`config.mk`:
```
export PLATFORM = sky130hd
export DESIGN_NAME = integer_set_table_top
export DESIGN_NICKNAME = d
export VERILOG_FILES = /design/src/rtl/ist_pkg.sv /design/src/rtl/ist_cell.sv /design/src/rtl/integer_set_table_top.sv
export SDC_FILE = /design/constraint.sdc
export NUM_CORES = 1
export LEC_CHECK = 0
export BUFFER_PORTS_ARGS = -buffer_cell sky130_fd_sc_hd__buf_2
export CORE_ASPECT_RATIO = 1.25
export CORE_MARGIN = 1
export CORE_UTILIZATION = 45
export CTS_CLUSTER_DIAMETER = 100
export DETAILED_ROUTE_END_ITERATION = 12
export GPL_ROUTABILITY_DRIVEN = 1
export SETUP_SLACK_MARGIN = 0.5
export SYNTH_ARGS = -nofsm -noshare
export SYNTH_HDL_FRONTEND = slang
export SYNTH_HIERARCHICAL = 1
export SYNTH_SLANG_ARGS = --single-unit
```
`constraint.sdc`:
```
create_clock -name clk -period 12 [get_ports clk]
set_input_delay 1.2 -clock clk [delete_from_list [all_inputs] [get_ports clk]]
set_output_delay 1.2 -clock clk [all_outputs]
set_load 0.01 [all_outputs]
```
`src/rtl/ist_pkg.sv`:
```
// shared types and constants for the integer set table
`default_nettype none

package ist_pkg;

	localparam int CAPACITY_DEF   = 16;
	localparam int VALUE_BITS_DEF = 32;
	localparam int DATA_BITS      = 32;
	localparam int COUNT_BITS     = 5;

	typedef enum logic [1:0] {
		KIND_ADD     = 2'd0,
		KIND_REMOVE  = 2'd1,
		KIND_MEMBER  = 2'd2,
		KIND_EXTRACT = 2'd3
	} kind_t;

	typedef enum logic [1:0] {
		ST_OK   = 2'd0,
		ST_MISS = 2'd1,
		ST_FULL = 2'd2
	} status_t;

	typedef struct packed {
		kind_t                        kind;
		logic signed [DATA_BITS-1:0]  value;
	} req_item_t;

	typedef struct packed {
		status_t                      status;
		logic signed [DATA_BITS-1:0]  extracted_value;
		logic [COUNT_BITS-1:0]        count;
	} rsp_item_t;

	// per-cycle commands broadcast along the cell row
	typedef struct packed {
		logic append;
		logic shift;
	} cell_ctrl_t;

endpackage

`default_nettype wire

```
`src/rtl/ist_cell.sv`:
```
// one entry cell of the set table row: compare, append, shift and readout
`default_nettype none

module ist_cell import ist_pkg::*; #(
	parameter int VALUE_BITS = VALUE_BITS_DEF,
	parameter int CNT_BITS   = 5,
	parameter int INDEX      = 0
) (
	input  wire logic                  clk,
	input  wire cell_ctrl_t            ctrl,
	input  wire logic [CNT_BITS-1:0]   count,
	input  wire logic [VALUE_BITS-1:0] value,
	input  wire logic [VALUE_BITS-1:0] next_entry,
	input  wire logic                  hit_in,
	input  wire logic [VALUE_BITS-1:0] rdata_in,
	output logic      [VALUE_BITS-1:0] entry,
	output logic                       match,
	output logic                       hit_out,
	output logic      [VALUE_BITS-1:0] rdata_out
);

	localparam logic [CNT_BITS-1:0] MY_POS   = CNT_BITS'(INDEX);
	localparam logic [CNT_BITS-1:0] NEXT_POS = CNT_BITS'(INDEX + 1);

	logic [VALUE_BITS-1:0] entry_q;
	logic                  active;
	logic                  is_last;

	assign active    = MY_POS < count;
	assign is_last   = NEXT_POS == count;
	assign match     = active && (entry_q == value);
	// hit ripples down the row: set from the matching cell onwards
	assign hit_out   = hit_in | match;
	assign rdata_out = rdata_in | (is_last ? entry_q : '0);
	assign entry     = entry_q;

	always_ff @(posedge clk) begin
		if (ctrl.append && (MY_POS == count)) begin
			entry_q <= value;
		end else if (ctrl.shift && hit_out && (NEXT_POS < count)) begin
			entry_q <= next_entry;
		end
	end

endmodule

`default_nettype wire

```
`src/rtl/integer_set_table_top.sv`:
```
// top level of the integer set table: item register, cell row and result register
// an item waits in the item register until the result register is free or read,
// then its result is registered; the single item register, ahead of the
//   compare-and-shift ripple, takes no new item until its held item executes
// a new item is taken while the previous result still waits in the output register
// reset clears the entry count and the valid flags; entries are left undefined
`default_nettype none

module integer_set_table_top import ist_pkg::*; #(
	parameter int CAPACITY   = CAPACITY_DEF,
	parameter int VALUE_BITS = VALUE_BITS_DEF
) (
	input  wire logic      clk,
	input  wire logic      arst_n,
	input  wire logic      req_valid,
	output logic           req_ready,
	input  wire req_item_t req,
	output logic           rsp_valid,
	input  wire logic      rsp_ready,
	output rsp_item_t      rsp
);

	localparam int CW = $clog2(CAPACITY + 1);
	localparam logic [CW-1:0] FULL_COUNT = CW'(CAPACITY);

	logic                  valid_s1;
	kind_t                 kind_s1;
	logic [VALUE_BITS-1:0] value_s1;
	logic [CW-1:0]         count_q;
	logic                  rsp_valid_q;
	rsp_item_t             rsp_q;

	logic                  exec;
	logic                  any_hit;
	logic                  full;
	cell_ctrl_t            ctrl;
	status_t               status_n;
	logic [CW-1:0]         count_n;
	logic [DATA_BITS-1:0]  extracted_n;

	logic [VALUE_BITS-1:0] entry_w [CAPACITY];
	logic [CAPACITY:0]     hit_w;
	logic [VALUE_BITS-1:0] rdata_w [CAPACITY+1];
	logic [CAPACITY-1:0]   match_w;

	assign req_ready = !valid_s1;
	assign rsp_valid = rsp_valid_q;
	assign rsp       = rsp_q;
	assign exec      = valid_s1 && (!rsp_valid_q || rsp_ready);

	assign hit_w[0]   = 1'b0;
	assign rdata_w[0] = '0;
	assign any_hit    = hit_w[CAPACITY];
	assign full       = count_q == FULL_COUNT;

	for (genvar i = 0; i < CAPACITY; i++) begin : g_cell
		logic [VALUE_BITS-1:0] nxt;
		if (i == CAPACITY - 1) begin : g_tail
			assign nxt = '0;
		end else begin : g_body
			assign nxt = entry_w[i+1];
		end

		ist_cell #(
			.VALUE_BITS (VALUE_BITS),
			.CNT_BITS   (CW),
			.INDEX      (i)
		) u_cell (
			.clk        (clk),
			.ctrl       (ctrl),
			.count      (count_q),
			.value      (value_s1),
			.next_entry (nxt),
			.hit_in     (hit_w[i]),
			.rdata_in   (rdata_w[i]),
			.entry      (entry_w[i]),
			.match      (match_w[i]),
			.hit_out    (hit_w[i+1]),
			.rdata_out  (rdata_w[i+1])
		);
	end

	always_comb begin
		status_n    = ST_OK;
		count_n     = count_q;
		extracted_n = '0;
		ctrl        = '0;
		unique case (kind_s1)
			KIND_ADD: begin
				if (any_hit) begin
					status_n = ST_MISS;
				end else if (full) begin
					status_n = ST_FULL;
				end else begin
					count_n     = count_q + CW'(1);
					ctrl.append = exec;
				end
			end
			KIND_REMOVE: begin
				if (any_hit) begin
					count_n    = count_q - CW'(1);
					ctrl.shift = exec;
				end else begin
					status_n = ST_MISS;
				end
			end
			KIND_MEMBER: begin
				status_n = any_hit ? ST_OK : ST_MISS;
			end
			KIND_EXTRACT: begin
				if (count_q == '0) begin
					status_n = ST_MISS;
				end else begin
					count_n     = count_q - CW'(1);
					extracted_n = DATA_BITS'(signed'(rdata_w[CAPACITY]));
				end
			end
			default: begin
				status_n = ST_MISS;
			end
		endcase
	end

	always_ff @(posedge clk or negedge arst_n) begin
		if (!arst_n) begin
			valid_s1    <= 1'b0;
			count_q     <= '0;
			rsp_valid_q <= 1'b0;
		end else begin
			if (req_valid && req_ready) begin
				valid_s1 <= 1'b1;
			end else if (exec) begin
				valid_s1 <= 1'b0;
			end
			if (exec) begin
				count_q     <= count_n;
				rsp_valid_q <= 1'b1;
			end else if (rsp_ready) begin
				rsp_valid_q <= 1'b0;
			end
		end
	end

	always_ff @(posedge clk) begin
		if (req_valid && req_ready) begin
			kind_s1  <= req.kind;
			value_s1 <= VALUE_BITS'($unsigned(req.value));
		end
		if (exec) begin
			rsp_q.status          <= status_n;
			rsp_q.extracted_value <= extracted_n;
			rsp_q.count           <= COUNT_BITS'(count_n);
		end
	end

	a_count_bound: assert property (@(posedge clk) disable iff (!arst_n)
		count_q <= FULL_COUNT)
		else $error("entry count beyond capacity");

	a_distinct: assert property (@(posedge clk) disable iff (!arst_n)
		valid_s1 |-> $onehot0(match_w))
		else $error("value stored in more than one cell");

	a_add_grows: assert property (@(posedge clk) disable iff (!arst_n)
		exec && (kind_s1 == KIND_ADD) && (status_n == ST_OK) |=>
		count_q == $past(count_q) + CW'(1))
		else $error("successful add did not grow the count");

	a_extract_nonempty: assert property (@(posedge clk) disable iff (!arst_n)
		exec && (kind_s1 == KIND_EXTRACT) && (status_n == ST_OK) |-> count_q != '0)
		else $error("extract succeeded on an empty table");

	a_rsp_follows: assert property (@(posedge clk) disable iff (!arst_n)
		exec |=> rsp_valid_q && !valid_s1)
		else $error("executed item left no result");

endmodule

`default_nettype wire

```
==> flow_summary_export.csv <==
group,metric,value,unit
die,initial_utilization,45.60,%
power_and_ir_drop,ir_worst_vdd,0.1280,mV
global_routing,antenna_found_initial,1,
worst_setup_path,worstReg2RegStart,"value_s1[6]",
worst_setup_path,cp.required,12.27,ns
power_and_ir_drop,power_density,160.6,mW/mm^2
detailed_routing,dr.pass1.iters,5,
power_and_ir_drop,power,6.532,mW
final_layout,antennaDiodeCount,0,
final_layout,drive_gt1_share,27.52,%
placed_design,dp_hpwl,82280,um
global_routing,gr-total-overflow,0,
worst_setup_path,cp_slowest_cell,"buf_4",
global_routing,grt_pass1_vias,24412,
timing,max_freq,0.1235,GHz
detailed_routing,wl_per_cell,26.76,um
timing,min_period,8.096,ns
worst_setup_path,cp.depth,36,
global_routing,grt_pass1_wl,159400,um
yosys,syn_inst,2743,
detailed_routing,drc_errors,0,
worst_setup_path,r2r_slack,3.90,ns
clocking,numClockSinks,592,
yosys,netlist_area,0.03660,mm^2
timing,worst_slew_pin_slew,1.405,ns
timing,setup_tns,0,ns
die,num_rows,116,
detailed_routing,ant_nets,0,
clocking,root_buffer,"clkbuf_16",
die,fp.dieH,320.9,um
clocking,clock_path_buffers,3,
yosys,avgSynthCellArea,13.34,um^2
worst_setup_path,worst_r2r_endpoint,"g_cell[7].u_cell/entry[13]",
placed_design,portBuffers,78,
worst_setup_path,crit_path_start,"value_s1[6]",
clocking,numCtsBuffers,69,
die,core_area,0.08026,mm^2
worst_setup_path,cp-end-kind,"flop",
timing,fin_skew,0.03365,ns
die,io-pin-count,79,
final_layout,finish.utilization,50.67,%
worst_setup_path,arrival,8.37,ns
clocking,post-cts-setup-buffers,0,
timing,drv_slew,0,
detailed_routing,postRouteWirelength,108100,um
final_layout,syn_to_final_growth,11.11,%
die,die_w,257.1,um
worst_setup_path,path_delay_family,"simple AND/OR/NAND/NOR gates",
timing,finalCritPeriodShare,67.47,%
worst_setup_path,crit_path_end,"g_cell[7].u_cell/entry[13]",
die,dieArea,0.08249,mm^2
clocking,cts_tree,"built",
timing,whs,0.3996,ns
placed_design,gp_congestion,0.9696,
global_routing,grt_max_degree,50,
timing,rsz0062_at_grt,"no",
yosys,ys_warn_count,6,
worst_setup_path,path_buf_inv,10,
worst_setup_path,r2r_cells,36,
power_and_ir_drop,power_leakage,16.28,nW
timing,slew_headroom,5.473,%
detailed_routing,dr.first_iter.drc_count,1344,
worst_setup_path,cp_common_cell,"inv_1",
clocking,clkLatencyLatePin,0.64,ns
run_status,status,"finished clean",
run,maxCapViolations,0,
clocking,clk_pin_slew,0.06,ns
worst_hold_path,worstHoldPathType,"primary input to async pin",
clocking,cts.repair.resized,0,
global_routing,grt_use_total,26.16,%
detailed_routing,viasPerCell,5.645,
worst_setup_path,slowest_delay,0.44,ns
timing,hold_viol,0,
worst_setup_path,crit_type,"flop to flop",
detailed_routing,dr_total_vias,22795,
worst_setup_path,start_kind,"flop",
clocking,hold_buffers,0,
final_layout,fin_nets,2968,
clocking,htreeDepth,3,
timing,setup_viol,0,
worst_setup_path,worst-path-max-fanout,32,
[cell type report]
class	count	area (um^2)
Inverter	26	97.59
Sequential cell	592	17750
Clock inverter	29	257.7
Clock buffer	94	1852
Timing Repair Buffer	159	998.5
Fill cell	6900	39600
Multi-Input combinational cell	2076	18380
Tap cell	1062	1329
[cells in the final DEF, fill, tap and decap left out, types with 23 or more instances in the layout]
cell / n
clkbuf_16: 70
inv_1: 25
buf_2: 78
nor4_1: 51
mux2_2: 311
and2_1: 32
nand2_1: 46
xnor2_1: 290
conb_1: 65
nor2_1: 28
mux2_4: 173
mux2_1: 27
buf_4: 81
clkbuf_1: 23
a21o_1: 514
xor2_1: 217
nand4_1: 80
edfxtp_1: 585
[metrics by stage]
stage                     instances  setup WS, ns  cell area, um^2
after floorplan                2807         3.667            36840
after global placement         3915         4.080            38560
after detailed placement       3915         3.983            38560
after CTS                      4038         3.950            40670
after global routing           4038         3.388            40670
final                          4038         3.904            40670
[where the power goes]
| part | switching (mW) | internal (mW) |
|---|---|---|
| clock network | 0.883 | 1.13 |
| registers | 0.133 | 2.45 |
| logic | 1.23 | 0.700 |
| total | 2.25 | 4.29 |
[layer usage]
metal | global-route usage (%) | up-vias | wire, um
li1 | - | 10687 | -
met1 | 26.78 | 11329 | 38420
met2 | 49.93 | 554 | 59020
met3 | 2.388 | 223 | 2800
met4 | 17.86 | 2 | 7800
met5 | 0 | - | 11
[sequential cells by signal, indices dropped and copies added, names as in the netlist]
register / cells
value_s1: 32
kind_s1: 2
rsp: 39
count_q: 5
rsp_valid: 1
g_cell.u_cell/entry: 512
valid_s1: 1
[how the worst min path moves through the flow]
stage	from	endpoint	slack, ns	cells past startpoint
final	arst_n	rsp_valid	0.40	1
after floorplan	valid_s1	valid_s1	0.51	2
after global placement	rsp_valid	rsp_valid	0.49	2
after CTS	arst_n	rsp_valid	0.37	1
after global routing	arst_n	rsp_valid	0.40	1
after detailed placement	rsp_valid	rsp_valid	0.50	2
Note: power is estimated with default switching activity, not from simulation.
